## config.mk

```make
export PLATFORM = sky130hd
export DESIGN_NAME = glyph_outline_point_encoder_flat
export DESIGN_NICKNAME = d
export VERILOG_FILES = /design/src/rtl/gope_pkg.sv /design/src/rtl/gope_req_if.sv /design/src/rtl/gope_rsp_if.sv /design/src/rtl/gope_front.sv /design/src/rtl/gope_queue.sv /design/src/rtl/gope_back.sv /design/src/rtl/glyph_outline_point_encoder.sv /design/src/flat_wrapper.sv
export SDC_FILE = /design/constraint.sdc
export NUM_CORES = 1
export LEC_CHECK = 0
export BUFFER_PORTS_ARGS = -buffer_cell sky130_fd_sc_hd__buf_4
export CAP_MARGIN = 20
export CORE_UTILIZATION = 25
export CTS_CLUSTER_DIAMETER = 120
export DETAILED_ROUTE_END_ITERATION = 6
export PLACE_DENSITY_LB_ADDON = 0.25
export RECOVER_POWER = 50
export SYNTH_ARGS = -nofsm -noshare
export SYNTH_HDL_FRONTEND = slang
export SYNTH_HIERARCHICAL = 1
export SYNTH_SLANG_ARGS = --single-unit
```

## constraint.sdc

```tcl
create_clock -name clock -period 18.5 [get_ports clock]
set_input_delay 3.7 -clock clock [delete_from_list [all_inputs] [get_ports clock]]
set_output_delay 3.7 -clock clock [all_outputs]
set_load 0.05 [all_outputs]
```

## src/rtl/gope_pkg.sv

```systemverilog
`timescale 1ns / 1ps
// Shared types and constants of the glyph outline point encoder.
// No dependencies; the front end, queue, back end and top level import this package.
package gope_pkg;

   // glyf flag bits, and NO_RUN marking that no flag run is open
   localparam logic [7:0] NO_RUN    = 8'h80;
   localparam logic [7:0] FL_ON     = 8'h01;
   localparam logic [7:0] FL_XSHORT = 8'h02;
   localparam logic [7:0] FL_YSHORT = 8'h04;
   localparam logic [7:0] FL_REPEAT = 8'h08;
   localparam logic [7:0] FL_SAMEX  = 8'h10;
   localparam logic [7:0] FL_SAMEY  = 8'h20;

   // saturation limits for the rounded coordinate
   localparam logic signed [22:0] COORD_MAX = 23'sd32767;
   localparam logic signed [22:0] COORD_MIN = -23'sd32768;

   // short delta limits
   localparam logic signed [16:0] SHORT_MAX = 17'sd256;
   localparam logic signed [16:0] SHORT_MIN = -17'sd256;

   localparam logic [1:0] CNT_NONE  = 2'd0;
   localparam logic [1:0] CNT_SHORT = 2'd1;
   localparam logic [1:0] CNT_LONG  = 2'd2;

   typedef logic signed [15:0] coord_type;

   typedef struct packed {
      logic [15:0] bytes;
      logic [1:0]  count;
      logic [7:0]  flags;
   } delta_type;

   // one classified point as it waits between front and back
   typedef struct packed {
      logic [15:0] x_bytes;
      logic [1:0]  x_count;
      logic [15:0] y_bytes;
      logic [1:0]  y_count;
      logic        closed_valid;
      logic [7:0]  closed_flag;
      logic [7:0]  closed_rep;
      logic        last;
      logic [7:0]  tail_flag;
      logic [7:0]  tail_rep;
      coord_type   box_xmin;
      coord_type   box_ymin;
      coord_type   box_xmax;
      coord_type   box_ymax;
   } record_type;

   typedef struct packed {
      logic full;
      logic empty;
   } q_status_type;

endpackage

```

## src/rtl/gope_req_if.sv

```systemverilog
`timescale 1ns / 1ps
// Point channel: valid/ready handshake with the point word.
// No dependencies.
interface gope_req_if;
   logic               valid;
   logic               ready;
   logic signed [21:0] point_x;
   logic signed [21:0] point_y;
   logic               on_path;
   logic               first_point;
   logic               last_point;

   modport source (output valid, point_x, point_y, on_path, first_point, last_point,
                   input ready);
   modport sink   (input valid, point_x, point_y, on_path, first_point, last_point,
                   output ready);
endinterface

```

## src/rtl/gope_rsp_if.sv

```systemverilog
`timescale 1ns / 1ps
// Result channel: valid/ready handshake with the encoded word.
// No dependencies.
interface gope_rsp_if;
   logic               valid;
   logic               ready;
   logic [15:0]        x_bytes;
   logic [1:0]         x_count;
   logic [15:0]        y_bytes;
   logic [1:0]         y_count;
   logic               flag_valid;
   logic [7:0]         flag_byte;
   logic [7:0]         repeat_count;
   logic signed [15:0] box_xmin;
   logic signed [15:0] box_ymin;
   logic signed [15:0] box_xmax;
   logic signed [15:0] box_ymax;
   logic               glyph_done;

   modport source (output valid, x_bytes, x_count, y_bytes, y_count, flag_valid,
                   flag_byte, repeat_count, box_xmin, box_ymin, box_xmax, box_ymax,
                   glyph_done, input ready);
   modport sink   (input valid, x_bytes, x_count, y_bytes, y_count, flag_valid,
                   flag_byte, repeat_count, box_xmin, box_ymin, box_xmax, box_ymax,
                   glyph_done, output ready);
endinterface

```

## src/rtl/gope_front.sv

```systemverilog
`timescale 1ns / 1ps
// Front end: accepts points, rounds, encodes deltas, merges flag runs, tracks box.
// Depends on gope_pkg and gope_req_if.
module gope_front import gope_pkg::*; #(
   parameter int FRACTION_BITS = 6,
   parameter int MAX_REPEATS   = 255
) (
   input  logic         clock,
   input  logic         reset,
   gope_req_if.sink     req_bus,
   input  q_status_type q_status,
   output logic         push,
   output record_type   rec
);

   localparam logic signed [22:0] HALF      = 23'((1 << FRACTION_BITS) >> 1);
   localparam logic [7:0]         REP_LIMIT = 8'(MAX_REPEATS);

   function automatic coord_type round_sat(input logic signed [21:0] raw);
      logic signed [22:0] sum;
      logic signed [22:0] r;
      sum = 23'(raw) + HALF;
      r   = sum >>> FRACTION_BITS;
      if (r > COORD_MAX) begin
         round_sat = 16'(COORD_MAX);
      end else if (r < COORD_MIN) begin
         round_sat = 16'(COORD_MIN);
      end else begin
         round_sat = 16'(r);
      end
   endfunction

   function automatic delta_type enc_delta(input logic signed [16:0] d,
                                           input logic [7:0] short_bit,
                                           input logic [7:0] same_bit);
      delta_type e;
      if (d == 17'sd0) begin
         e.bytes = 16'd0;
         e.count = CNT_NONE;
         e.flags = same_bit;
      end else if (d < SHORT_MAX && d > SHORT_MIN) begin
         e.count = CNT_SHORT;
         if (d < 17'sd0) begin
            e.bytes = 16'(-d);
            e.flags = short_bit;
         end else begin
            e.bytes = 16'(d);
            e.flags = short_bit | same_bit;
         end
      end else begin
         e.bytes = d[15:0];
         e.count = CNT_LONG;
         e.flags = 8'd0;
      end
      enc_delta = e;
   endfunction

   coord_type prev_x_ff, prev_x_in, prev_y_ff, prev_y_in;
   coord_type low_x_ff, low_x_in, low_y_ff, low_y_in;
   coord_type high_x_ff, high_x_in, high_y_ff, high_y_in;
   logic [7:0] run_flag_ff, run_flag_in, run_rep_ff, run_rep_in;

   coord_type xc, yc, px, py;
   coord_type lx, ly, hx, hy;
   logic signed [16:0] dx, dy;
   delta_type ex, ey;
   logic [7:0] f, rflag, rrep, new_flag, new_rep;
   logic first, merge;

   assign req_bus.ready = !q_status.full;
   assign push          = req_bus.valid && !q_status.full;

   always_comb begin
      first = req_bus.first_point;
      xc    = round_sat(req_bus.point_x);
      yc    = round_sat(req_bus.point_y);
      px    = first ? 16'sd0 : prev_x_ff;
      py    = first ? 16'sd0 : prev_y_ff;
      dx    = 17'(xc) - 17'(px);
      dy    = 17'(yc) - 17'(py);
      ex    = enc_delta(dx, FL_XSHORT, FL_SAMEX);
      ey    = enc_delta(dy, FL_YSHORT, FL_SAMEY);
      f     = (req_bus.on_path ? FL_ON : 8'd0) | ex.flags | ey.flags;

      // a first point drops any open run
      rflag = first ? NO_RUN : run_flag_ff;
      rrep  = first ? 8'd0 : run_rep_ff;
      merge = (rflag != NO_RUN) && (f == rflag) && (rrep < REP_LIMIT);
      if (merge) begin
         new_flag = rflag;
         new_rep  = rrep + 8'd1;
      end else begin
         new_flag = f;
         new_rep  = 8'd0;
      end

      lx = first ? xc : low_x_ff;
      ly = first ? yc : low_y_ff;
      hx = first ? xc : high_x_ff;
      hy = first ? yc : high_y_ff;
      low_x_in  = (xc < lx) ? xc : lx;
      low_y_in  = (yc < ly) ? yc : ly;
      high_x_in = (xc > hx) ? xc : hx;
      high_y_in = (yc > hy) ? yc : hy;
      prev_x_in = xc;
      prev_y_in = yc;

      if (req_bus.last_point) begin
         run_flag_in = NO_RUN;
         run_rep_in  = 8'd0;
      end else begin
         run_flag_in = new_flag;
         run_rep_in  = new_rep;
      end

      rec.x_bytes      = ex.bytes;
      rec.x_count      = ex.count;
      rec.y_bytes      = ey.bytes;
      rec.y_count      = ey.count;
      rec.closed_valid = !merge && (rflag != NO_RUN);
      rec.closed_flag  = rflag | ((rrep != 8'd0) ? FL_REPEAT : 8'd0);
      rec.closed_rep   = rrep;
      rec.last         = req_bus.last_point;
      rec.tail_flag    = new_flag | ((new_rep != 8'd0) ? FL_REPEAT : 8'd0);
      rec.tail_rep     = new_rep;
      rec.box_xmin     = low_x_in;
      rec.box_ymin     = low_y_in;
      rec.box_xmax     = high_x_in;
      rec.box_ymax     = high_y_in;
   end

   always_ff @(posedge clock) begin
      if (reset) begin
         prev_x_ff   <= '0;
         prev_y_ff   <= '0;
         low_x_ff    <= '0;
         low_y_ff    <= '0;
         high_x_ff   <= '0;
         high_y_ff   <= '0;
         run_flag_ff <= NO_RUN;
         run_rep_ff  <= '0;
      end else if (push) begin
         prev_x_ff   <= prev_x_in;
         prev_y_ff   <= prev_y_in;
         low_x_ff    <= low_x_in;
         low_y_ff    <= low_y_in;
         high_x_ff   <= high_x_in;
         high_y_ff   <= high_y_in;
         run_flag_ff <= run_flag_in;
         run_rep_ff  <= run_rep_in;
      end
   end

`ifndef ASSERT_OFF
   a_rep_limit: assert property (@(posedge clock) disable iff (reset)
      run_rep_ff <= REP_LIMIT)
      else $error("run repeat count above limit");
`endif

endmodule

```

## src/rtl/gope_queue.sv

```systemverilog
`timescale 1ns / 1ps
// Short record queue between the front end and the back end.
// Depends on gope_pkg.
module gope_queue import gope_pkg::*; #(
   parameter int DEPTH = 4
) (
   input  logic         clock,
   input  logic         reset,
   input  logic         push,
   input  record_type   push_rec,
   input  logic         pop,
   output record_type   head_rec,
   output q_status_type q_status
);

   localparam int AW = (DEPTH > 1) ? $clog2(DEPTH) : 1;
   localparam logic [AW-1:0] LAST_SLOT = AW'(DEPTH - 1);
   localparam logic [AW:0]   FULL_CNT  = (AW + 1)'(DEPTH);

   record_type slot_ff [DEPTH];
   logic [AW-1:0] wr_ptr_ff, wr_ptr_in, rd_ptr_ff, rd_ptr_in;
   logic [AW:0]   count_ff, count_in;

   assign head_rec       = slot_ff[rd_ptr_ff];
   assign q_status.full  = (count_ff == FULL_CNT);
   assign q_status.empty = (count_ff == '0);

   always_comb begin
      wr_ptr_in = push ? ((wr_ptr_ff == LAST_SLOT) ? '0 : wr_ptr_ff + 1'b1) : wr_ptr_ff;
      rd_ptr_in = pop  ? ((rd_ptr_ff == LAST_SLOT) ? '0 : rd_ptr_ff + 1'b1) : rd_ptr_ff;
      count_in  = count_ff + (AW + 1)'(push) - (AW + 1)'(pop);
   end

   always_ff @(posedge clock) begin
      if (reset) begin
         wr_ptr_ff <= '0;
         rd_ptr_ff <= '0;
         count_ff  <= '0;
      end else begin
         wr_ptr_ff <= wr_ptr_in;
         rd_ptr_ff <= rd_ptr_in;
         count_ff  <= count_in;
      end
   end

   always_ff @(posedge clock) begin
      if (push) begin
         slot_ff[wr_ptr_ff] <= push_rec;
      end
   end

`ifndef ASSERT_OFF
   a_no_overflow: assert property (@(posedge clock) disable iff (reset)
      q_status.full |-> !push)
      else $error("push into full queue");
   a_no_underflow: assert property (@(posedge clock) disable iff (reset)
      pop |-> !q_status.empty)
      else $error("pop from empty queue");
`endif

endmodule

```

## src/rtl/gope_back.sv

```systemverilog
`timescale 1ns / 1ps
// Back end: turns queued records into one or two result words in an output register.
// Depends on gope_pkg and gope_rsp_if.
module gope_back import gope_pkg::*; (
   input  logic         clock,
   input  logic         reset,
   input  record_type   head_rec,
   input  q_status_type q_status,
   output logic         pop,
   gope_rsp_if.source   rsp_bus
);

   logic        valid_ff, phase_ff, phase_in;
   logic [15:0] x_bytes_ff, x_bytes_in, y_bytes_ff, y_bytes_in;
   logic [1:0]  x_count_ff, x_count_in, y_count_ff, y_count_in;
   logic        flag_valid_ff, flag_valid_in, done_ff, done_in;
   logic [7:0]  flag_ff, flag_in, rep_ff, rep_in;
   coord_type   xmin_ff, xmin_in, ymin_ff, ymin_in, xmax_ff, xmax_in, ymax_ff, ymax_in;
   logic        out_free, load, two, boxed;

   always_comb begin
      out_free = !valid_ff || rsp_bus.ready;
      load     = out_free && !q_status.empty;
      two      = head_rec.last && head_rec.closed_valid;
      pop      = load && (!two || phase_ff);
      phase_in = load ? (two && !phase_ff) : phase_ff;

      if (phase_ff) begin
         // second word: flushed run and box only
         x_bytes_in    = 16'd0;
         x_count_in    = CNT_NONE;
         y_bytes_in    = 16'd0;
         y_count_in    = CNT_NONE;
         flag_valid_in = 1'b1;
         flag_in       = head_rec.tail_flag;
         rep_in        = head_rec.tail_rep;
         boxed         = 1'b1;
      end else begin
         x_bytes_in = head_rec.x_bytes;
         x_count_in = head_rec.x_count;
         y_bytes_in = head_rec.y_bytes;
         y_count_in = head_rec.y_count;
         boxed      = head_rec.last && !head_rec.closed_valid;
         if (head_rec.closed_valid) begin
            flag_valid_in = 1'b1;
            flag_in       = head_rec.closed_flag;
            rep_in        = head_rec.closed_rep;
         end else if (head_rec.last) begin
            flag_valid_in = 1'b1;
            flag_in       = head_rec.tail_flag;
            rep_in        = head_rec.tail_rep;
         end else begin
            flag_valid_in = 1'b0;
            flag_in       = 8'd0;
            rep_in        = 8'd0;
         end
      end
      done_in = boxed;
      xmin_in = boxed ? head_rec.box_xmin : 16'sd0;
      ymin_in = boxed ? head_rec.box_ymin : 16'sd0;
      xmax_in = boxed ? head_rec.box_xmax : 16'sd0;
      ymax_in = boxed ? head_rec.box_ymax : 16'sd0;
   end

   always_ff @(posedge clock) begin
      if (reset) begin
         valid_ff <= 1'b0;
         phase_ff <= 1'b0;
      end else begin
         phase_ff <= phase_in;
         if (out_free) begin
            valid_ff <= load;
         end
      end
   end

   always_ff @(posedge clock) begin
      if (load) begin
         x_bytes_ff    <= x_bytes_in;
         x_count_ff    <= x_count_in;
         y_bytes_ff    <= y_bytes_in;
         y_count_ff    <= y_count_in;
         flag_valid_ff <= flag_valid_in;
         flag_ff       <= flag_in;
         rep_ff        <= rep_in;
         xmin_ff       <= xmin_in;
         ymin_ff       <= ymin_in;
         xmax_ff       <= xmax_in;
         ymax_ff       <= ymax_in;
         done_ff       <= done_in;
      end
   end

   assign rsp_bus.valid        = valid_ff;
   assign rsp_bus.x_bytes      = x_bytes_ff;
   assign rsp_bus.x_count      = x_count_ff;
   assign rsp_bus.y_bytes      = y_bytes_ff;
   assign rsp_bus.y_count      = y_count_ff;
   assign rsp_bus.flag_valid   = flag_valid_ff;
   assign rsp_bus.flag_byte    = flag_ff;
   assign rsp_bus.repeat_count = rep_ff;
   assign rsp_bus.box_xmin     = xmin_ff;
   assign rsp_bus.box_ymin     = ymin_ff;
   assign rsp_bus.box_xmax     = xmax_ff;
   assign rsp_bus.box_ymax     = ymax_ff;
   assign rsp_bus.glyph_done   = done_ff;

`ifndef ASSERT_OFF
   a_phase_holds_record: assert property (@(posedge clock) disable iff (reset)
      phase_ff |-> (!q_status.empty && valid_ff))
      else $error("second word pending without its record");
   a_done_has_flag: assert property (@(posedge clock) disable iff (reset)
      (valid_ff && done_ff) |-> flag_valid_ff)
      else $error("glyph end word without flushed flag entry");
`endif

endmodule

```

## src/rtl/glyph_outline_point_encoder.sv

```systemverilog
`timescale 1ns / 1ps
// Glyph outline point encoder: glyf coordinate deltas, flag runs and bounding box.
// Depends on gope_pkg, gope_req_if, gope_rsp_if, gope_front, gope_queue, gope_back.
//
// Usage:
//   req_bus carries one outline point per word (16.6 fixed point x and y, on_path,
//   first_point, last_point); a word moves when valid and ready are both high.
//   rsp_bus carries result words: delta bytes for x and y, a closed flag run entry
//   when one completes, and on the glyph's final word the bounding box with
//   glyph_done set.
//   The accepting edge writes a point's record into the queue; the back end then
//   loads it from the queue head into the output register once that register is
//   free and the records ahead of it have left.
//   Throughput: one point per cycle while the queue is not full. A last point that
//   closes a run and flushes the open one yields two words and holds the back end
//   for both; the queue absorbs this while the front end keeps taking points.
//   The front end's rounding, delta and run-merge logic is combinational; the
//   queue depth (QUEUE_DEPTH) sets how long the front end runs on during a stall.
//   Stall: while rsp_bus.ready is low the output word holds, the queue fills, and
//   req_bus.ready drops once the queue is full; nothing is lost.
//   Reset (synchronous, active high): empty queue and output register, previous
//   point and box at zero, no open flag run.
module glyph_outline_point_encoder import gope_pkg::*; #(
   parameter int FRACTION_BITS = 6,
   parameter int MAX_REPEATS   = 255,
   parameter int QUEUE_DEPTH   = 4
) (
   input  logic       clock,
   input  logic       reset,
   gope_req_if.sink   req_bus,
   gope_rsp_if.source rsp_bus
);

   // front to queue
   logic         push;
   record_type   push_rec;
   // queue to back
   record_type   head_rec;
   q_status_type q_status;
   logic         pop;

   // classify each point and update glyph state on acceptance
   gope_front #(
      .FRACTION_BITS (FRACTION_BITS),
      .MAX_REPEATS   (MAX_REPEATS)
   ) u_front (
      .clock    (clock),
      .reset    (reset),
      .req_bus  (req_bus),
      .q_status (q_status),
      .push     (push),
      .rec      (push_rec)
   );

   // hold classified points so either side may stall on its own
   gope_queue #(
      .DEPTH (QUEUE_DEPTH)
   ) u_queue (
      .clock    (clock),
      .reset    (reset),
      .push     (push),
      .push_rec (push_rec),
      .pop      (pop),
      .head_rec (head_rec),
      .q_status (q_status)
   );

   // emit one or two result words per record
   gope_back u_back (
      .clock    (clock),
      .reset    (reset),
      .head_rec (head_rec),
      .q_status (q_status),
      .pop      (pop),
      .rsp_bus  (rsp_bus)
   );

endmodule
```

## src/flat_wrapper.sv

```systemverilog
// flat-port wrapper written by rule: the top's interface ports become plain ports
module glyph_outline_point_encoder_flat import gope_pkg::*;
#(
   parameter int FRACTION_BITS = 6,
   parameter int MAX_REPEATS   = 255,
   parameter int QUEUE_DEPTH   = 4
)
  (clock, reset, req_bus_valid, req_bus_point_x, req_bus_point_y, req_bus_on_path, req_bus_first_point, req_bus_last_point, req_bus_ready, rsp_bus_valid, rsp_bus_x_bytes, rsp_bus_x_count, rsp_bus_y_bytes, rsp_bus_y_count, rsp_bus_flag_valid, rsp_bus_flag_byte, rsp_bus_repeat_count, rsp_bus_box_xmin, rsp_bus_box_ymin, rsp_bus_box_xmax, rsp_bus_box_ymax, rsp_bus_glyph_done, rsp_bus_ready);
  gope_req_if req_bus_i ();
  gope_rsp_if rsp_bus_i ();
  input  logic clock;
  input  logic reset;
  input wire logic [$bits(req_bus_i.valid)-1:0] req_bus_valid;
  input wire logic [$bits(req_bus_i.point_x)-1:0] req_bus_point_x;
  input wire logic [$bits(req_bus_i.point_y)-1:0] req_bus_point_y;
  input wire logic [$bits(req_bus_i.on_path)-1:0] req_bus_on_path;
  input wire logic [$bits(req_bus_i.first_point)-1:0] req_bus_first_point;
  input wire logic [$bits(req_bus_i.last_point)-1:0] req_bus_last_point;
  output wire logic [$bits(req_bus_i.ready)-1:0] req_bus_ready;
  output wire logic [$bits(rsp_bus_i.valid)-1:0] rsp_bus_valid;
  output wire logic [$bits(rsp_bus_i.x_bytes)-1:0] rsp_bus_x_bytes;
  output wire logic [$bits(rsp_bus_i.x_count)-1:0] rsp_bus_x_count;
  output wire logic [$bits(rsp_bus_i.y_bytes)-1:0] rsp_bus_y_bytes;
  output wire logic [$bits(rsp_bus_i.y_count)-1:0] rsp_bus_y_count;
  output wire logic [$bits(rsp_bus_i.flag_valid)-1:0] rsp_bus_flag_valid;
  output wire logic [$bits(rsp_bus_i.flag_byte)-1:0] rsp_bus_flag_byte;
  output wire logic [$bits(rsp_bus_i.repeat_count)-1:0] rsp_bus_repeat_count;
  output wire logic [$bits(rsp_bus_i.box_xmin)-1:0] rsp_bus_box_xmin;
  output wire logic [$bits(rsp_bus_i.box_ymin)-1:0] rsp_bus_box_ymin;
  output wire logic [$bits(rsp_bus_i.box_xmax)-1:0] rsp_bus_box_xmax;
  output wire logic [$bits(rsp_bus_i.box_ymax)-1:0] rsp_bus_box_ymax;
  output wire logic [$bits(rsp_bus_i.glyph_done)-1:0] rsp_bus_glyph_done;
  input wire logic [$bits(rsp_bus_i.ready)-1:0] rsp_bus_ready;
  assign req_bus_i.valid = req_bus_valid;
  assign req_bus_i.point_x = req_bus_point_x;
  assign req_bus_i.point_y = req_bus_point_y;
  assign req_bus_i.on_path = req_bus_on_path;
  assign req_bus_i.first_point = req_bus_first_point;
  assign req_bus_i.last_point = req_bus_last_point;
  assign req_bus_ready = req_bus_i.ready;
  assign rsp_bus_valid = rsp_bus_i.valid;
  assign rsp_bus_x_bytes = rsp_bus_i.x_bytes;
  assign rsp_bus_x_count = rsp_bus_i.x_count;
  assign rsp_bus_y_bytes = rsp_bus_i.y_bytes;
  assign rsp_bus_y_count = rsp_bus_i.y_count;
  assign rsp_bus_flag_valid = rsp_bus_i.flag_valid;
  assign rsp_bus_flag_byte = rsp_bus_i.flag_byte;
  assign rsp_bus_repeat_count = rsp_bus_i.repeat_count;
  assign rsp_bus_box_xmin = rsp_bus_i.box_xmin;
  assign rsp_bus_box_ymin = rsp_bus_i.box_ymin;
  assign rsp_bus_box_xmax = rsp_bus_i.box_xmax;
  assign rsp_bus_box_ymax = rsp_bus_i.box_ymax;
  assign rsp_bus_glyph_done = rsp_bus_i.glyph_done;
  assign rsp_bus_i.ready = rsp_bus_ready;
  glyph_outline_point_encoder #(.FRACTION_BITS(FRACTION_BITS), .MAX_REPEATS(MAX_REPEATS), .QUEUE_DEPTH(QUEUE_DEPTH)) u_core (.clock(clock), .reset(reset), .req_bus(req_bus_i), .rsp_bus(rsp_bus_i));
endmodule
```

Word level (Yosys, flattened, before mapping)
Memory sizes are Yosys's and may differ from the RTL's. A register that Yosys moved wholly into a read port is not among the register bits.
Cells that the tools add are included.
- add/subtract/negate cells: 11
- $lt $le $gt $ge: 15
- eq/ne operators: 5
- mux-type cells: 45
- bitwise operators: 4
- reduce and logical (&&, ||, !) cells: 26
- operators by type and width (operator ; number):
    $mux W16 ; 16
    $mux W26 ; 4
    $mux W8 ; 12
    $add A22 B7 Y23 const B ; 2
    $gt A17 B16 Y1 const B ; 2
    $gt A17 B9 Y1 const B ; 2
    $logic_not A17 Y1 ; 2
    $lt A17 B1 Y1 const B ; 2
    $lt A17 B10 Y1 const B ; 2
    $lt A17 B16 Y1 const B ; 2
    $sub A16 B16 Y17 ; 2
    $gt A16 B16 Y1 ; 2
    $lt A16 B16 Y1 ; 2
    $neg A16 Y16 ; 2
    $or A8 B4 Y8 ; 2
    $reduce_bool A8 Y1 ; 2
    $logic_and A1 B1 Y1 ; 11
    $add A8 B1 Y8 const B ; 1
    $eq A8 B8 Y1 ; 1
    $lt A8 B8 Y1 const B ; 1
    $mux W2 ; 4
    $mux W4 ; 2
    $ne A8 B8 Y1 const B ; 1
    $or A1 B8 Y8 ; 1
    other kinds (13) ; 26
- register bits: 239
- memory bits (writable): 536
- memories: 1
- memory list (name ; depth ; bits a word ; read ports ; clocked after memory_dff ; wr ports ; line ; source):
    u_core.u_queue.slot_ff ; 4 ; 134 ; 1 ; 1 ; 1 ; gope_queue.sv:20 ; record_type slot_ff [DEPTH];

Longest topological paths before layout
- depth after elaboration: 18
- mapped depth: 25
- mapped depth without buffers: 22

Modules after synthesis
Netlist, hierarchy kept.
- by module, submodules not included (module ; times used ; cells an instance ; area each (um^2) ; seq. area each (um^2)):
    gope_queue ; 1 ; 743 ; 19759.0 ; 16275.6
    gope_front ; 1 ; 1448 ; 10844.2 ; 2242.2
    gope_back ; 1 ; 263 ; 4564.4 ; 3583.4

Worst setup path after synthesis
Ideal clock, no wire load.
- path type: input to register
- start point: input rsp_bus_ready
- end point: register u_core.u_back.xmax_ff[0], in the netlist u_core/u_back/rsp_bus.box_xmax[0] (enable)
- setup time: 596 ps
- data arrival time: 8668 ps
- path slack: 9235 ps
- stages on the path: 2
- cells stage by stage: nor2b_1 > nor2_1
- word-level cells in the longest chain between the ends: 2
- ends and longest elaborated chain (what ; line ; source):
    from (decl) ; flat_wrapper.sv:33 ; input wire logic [$bits(rsp_bus_i.ready)-1:0] rsp_bus_ready;
    $logic_or A1 B1 Y1 ; gope_back.sv:22 ; out_free = !valid_ff || rsp_bus.ready;
    $logic_and A1 B1 Y1 ; gope_back.sv:23 ; load = out_free && !q_status.empty;
    named net u_core.u_back.load ; gope_back.sv:19 ; logic out_free, load, two, boxed;
    to (signal assigned) ; gope_back.sv:88 ; xmax_ff <= xmax_in;
    to (decl) ; gope_back.sv:18 ; coord_type xmin_ff, xmin_in, ymin_ff, ymin_in, xmax_ff, xmax_in, ymax_ff, ymax_in;
The timed path passes the listed nets, and every way through them passes these cells.
A chain may end at the register's enable or synchronous reset.

Worst setup path after layout
- start point: input req_bus_valid
- end point: memory u_core/u_queue/slot_ff[1][92] (netlist name) (enable)
- word-level cells in the longest chain between the ends: 3
- ends and longest elaborated chain (what ; line ; source):
    from (decl) ; flat_wrapper.sv:13 ; input wire logic [$bits(req_bus_i.valid)-1:0] req_bus_valid;
    $logic_and A1 B1 Y1 ; gope_front.sv:71 ; assign push = req_bus.valid && !q_status.full;
    named net u_core.push ; glyph_outline_point_encoder.sv:35 ; logic push;
    $mux W1 ; gope_queue.sv:47 ; if (push) begin
    $mux W1 (not written as such) ; gope_queue.sv:48 ; slot_ff[wr_ptr_ff] <= push_rec;
    to (decl) ; gope_queue.sv:20 ;
The timed path passes the listed nets, and every way through them passes these cells.

==> flow_metrics.tcl <==
set metrics [dict create \
    fmax_mhz 78.0 \
    cts.repair.resized 0 \
    vias 20800 \
    path_clk_slew_ps 60 \
    drc 0 \
    ys_seq_area_share_pct 62.8 \
    nets 2749 \
    cp.required_ps 18780 \
    syn_area_per_cell_um2 14.3 \
    final_area_um2 40800 \
    gp_congestion 0.796 \
    fin_worst_skew_ps 37.5 \
    antenna_found_initial 5 \
    cts_buffer_depth 3 \
    ant_nets 0 \
    row_count 137 \
    outcome "finished with violations" \
    p_per_area_nw_per_um2 152 \
    numCtsBuffers 89 \
    cts_setup_buffers 0 \
    pin_count 171 \
    max_stage_delay_ps 2510 \
    r2r_end "u_core/u_queue/slot_ff[1][92]" \
    r2r_start "u_core/u_queue/count_ff[1]" \
    die_w_um 377 \
    tightestPinTransition_ps 3740 \
    drv_slew 896 \
    min_to "u_core/u_front/prev_y_ff[15]" \
    grt_pass1_vias 21100 \
    synth_edf_count 654 \
    drt-initial-drc-count 1214 \
    fillers 14200 \
    rrSetupSlack_ps 8290 \
    netlist.area_leader.share_pct 55.8 \
    min_from "u_core/u_front/prev_y_ff[15]" \
    portBuffers 160 \
    synth_top_flop_cell "edfxtp_1" \
    dp_slack_ps 8150 \
    grt_usage_pct 12.8 \
    setup_ws_ps 5690 \
    dieArea_um2 142000 \
    crit_chain "clkbuf_1 > nand2_1 > clkbuf_1 > inv_1 > clkbuf_1 > and2_0 > clkbuf_1 > buf_4" \
    synth_common_cells "edfxtp_1, nor2_1, mux4_2" \
    rsz0062_at_grt "no" \
    rr_worst_depth 10 \
    tns_ps 0 \
    cts_root_buf "clkbuf_16" \
    worst_path_most_repeated_cell "clkbuf_1" \
    grt_overflow 0 \
    min_path_type "reg -> reg" \
    via_per_inst 4.55 \
    drt-total-wl_um 91100 \
    whs_path_depth 2 \
    clock_sinks 777 \
    critPathLaunchType "primary input" \
    area_delta_synth_final_pct 15.9 \
    crit_type "in -> reg" \
    synth_seq_cells 777 \
    yosysTopAreaCell "edfxtp_1" \
    wl_per_cell_um 19.9 \
    max_slew_margin_pct -149 \
    post-dp-hpwl_um 60500 \
    p_total_mw 6.21 \
    cp-end-kind "flip-flop" \
    final_util_pct 29.2 \
    synth_area_leaders "edfxtp_1, mux4_2, dfxtp_1, ha_1, nor2_1" \
    first_pass_iters 5 \
    initial_core_util_pct 25.2 \
    synthDistinctLibCells 101 \
    synth_most_common_cell "edfxtp_1" \
    yosysWarnings 6 \
    hold_viol 0 \
    ir_drop_v 0.0000808 \
    fin_crit_ps 12810 \
    layout-drive-gt1-share_pct 15.4 \
    clk_latency_ps 690 \
    post_dp_cell_area_um2 38400 \
    worstPathMaxFanout 62 \
    crit_buf_inv 6 \
    grt_pass1_wl_um 137000 \
    violations "capacitance limit, slew limit" \
    syn_inst 2454 \
    htreeDepth 3 \
    crit_slowest_cell "clkbuf_1" \
    crit_family "buffers and inverters" \
    die_h_um 377 \
    p_leak_nw 13.5 \
    cts.hold.buffers_added 0 \
    ys_async_sr_fraction_pct 0 \
    syn_area_um2 35200 \
    cp.arrival_ps 13090 \
    cap_violations 20 \
    fin_crit_sh_pct 69.3 \
    grt_max_degree 72 \
    critical_path_depth 8 \
    cts_tree "done" \
    core_um2 140000 \
    final-setup-viol-count 0 \
]
worst reg2reg max path, stage by stage (launching register included):
cell	delay [ps]
dfxtp_1	350
inv_1	80
and3_1	140
inv_1	100
nand2_1	80
clkbuf_1	650
inv_1	1070
clkbuf_1	1770
and2_0	1940
clkbuf_1	2510
buf_4	1060
stage by stage:
step / hold WS [ps] / std cells
after floorplan: 437 / 2455
after detailed placement: 455 / 4405
final: 462 / 4573
after CTS: 464 / 4571
after global routing: 491 / 4571
after global placement: 450 / 4405
final cells by class:
| class | instances | area, µm² | area share [%] |
|---|---|---|---|
| repair buffers | 199 | 976 | 2.39 |
| clock inverters | 55 | 524 | 1.29 |
| diodes | 2 | 5.00 | 0.0123 |
| well taps | 1876 | 2350 | 5.76 |
| flip-flops and latches | 777 | 22100 | 54.2 |
| inverters | 61 | 229 | 0.562 |
| clock buffers | 111 | 2400 | 5.89 |
| multi-input cells | 1492 | 12200 | 29.9 |
state kept, by name, summed over array words and instances (netlist names), 2 cells and up, named ones only:
| register | flops |
|---|---|
| u_core/u_front/run_flag_ff | 8 |
| u_core/u_back/rsp_bus.box_xmax | 16 |
| u_core/u_back/rsp_bus.y_count | 2 |
| u_core/u_front/low_x_ff | 16 |
| u_core/u_front/high_y_ff | 16 |
| u_core/u_queue/wr_ptr_ff | 2 |
| u_core/u_back/rsp_bus.repeat_count | 8 |
| u_core/u_queue/count_ff | 3 |
| u_core/u_front/low_y_ff | 16 |
| u_core/u_queue/slot_ff | 536 |
| u_core/u_back/rsp_bus.y_bytes | 16 |
| u_core/u_back/rsp_bus.box_xmin | 16 |
| u_core/u_front/run_rep_ff | 8 |
| u_core/u_back/rsp_bus.box_ymin | 16 |
| u_core/u_back/rsp_bus.box_ymax | 16 |
| u_core/u_front/prev_y_ff | 16 |
| u_core/u_back/rsp_bus.x_bytes | 16 |
| u_core/u_front/prev_x_ff | 16 |
| u_core/u_front/high_x_ff | 16 |
| u_core/u_back/rsp_bus.flag_byte | 8 |
| u_core/u_back/rsp_bus.x_count | 2 |
| u_core/u_queue/rd_ptr_ff | 2 |
kinds of logic after synthesis:
family,Yosys count,synth area share [%]
adder cells (fa/ha/maj),85,3.04
AO/OA/AOI/OAI,391,7.91
multiplexers,231,11.4
flip-flops,777,62.8
buffers and inverters,186,2.57
XOR/XNOR,75,1.91
other,1,0.0107
AND/OR/NAND/NOR,708,10.3
cell usage in the layout (no fill, tap or decap), types with 19 or more instances in the layout:
cell type / instances
o21ai_0: 72
mux4_2: 134
clkbuf_16: 90
nand3_1: 43
nand4_1: 19
a211oi_1: 79
nor2_1: 208
mux2_2: 29
and2_1: 36
a21o_1: 19
and3_1: 20
nand2_1: 133
clkbuf_1: 152
inv_1: 58
and2_0: 56
buf_4: 60
nor2b_1: 70
dfxtp_1: 122
edfxtp_1: 654
ha_1: 75
nor3_1: 29
xor2_1: 19
xnor2_1: 55
a21oi_1: 63
mux2i_1: 68
where the power goes:
group	switching [mW]	internal, mW	leakage, nW
clock network	0.748	1.00	1.42
registers	0.124	2.38	7.12
logic	1.36	0.603	4.93
total	2.23	3.98	13.5
worst max-delay path by stage:
| stage | start | to | slack, ps |
|---|---|---|---|
| 2_1_floorplan | rsp_bus_ready | u_core/u_back/rsp_bus.box_xmax[0] | 9240 |
| 3_3_place_gp | req_bus_point_x[5] | u_core/u_queue/slot_ff[1][67] | 8210 |
| 3_5_place_dp | req_bus_point_x[5] | u_core/u_queue/slot_ff[1][67] | 8150 |
| 4_1_cts | req_bus_point_x[5] | u_core/u_queue/slot_ff[0][67] | 8880 |
| 5_1_grt | req_bus_valid | u_core/u_queue/slot_ff[1][86] | 4850 |
| 6_report | req_bus_valid | u_core/u_queue/slot_ff[1][92] | 5690 |
metal layers:
metal,track usage [%],part of all wire (%),vias to the layer above
met5,0,0.036,-
met4,3.33,1.7,4
met3,2.80,5.1,109
met2,19.5,45,365
met1,18.2,49,10500
li1,-,-,9793
No activity file was read; power rests on OpenSTA's default activity.
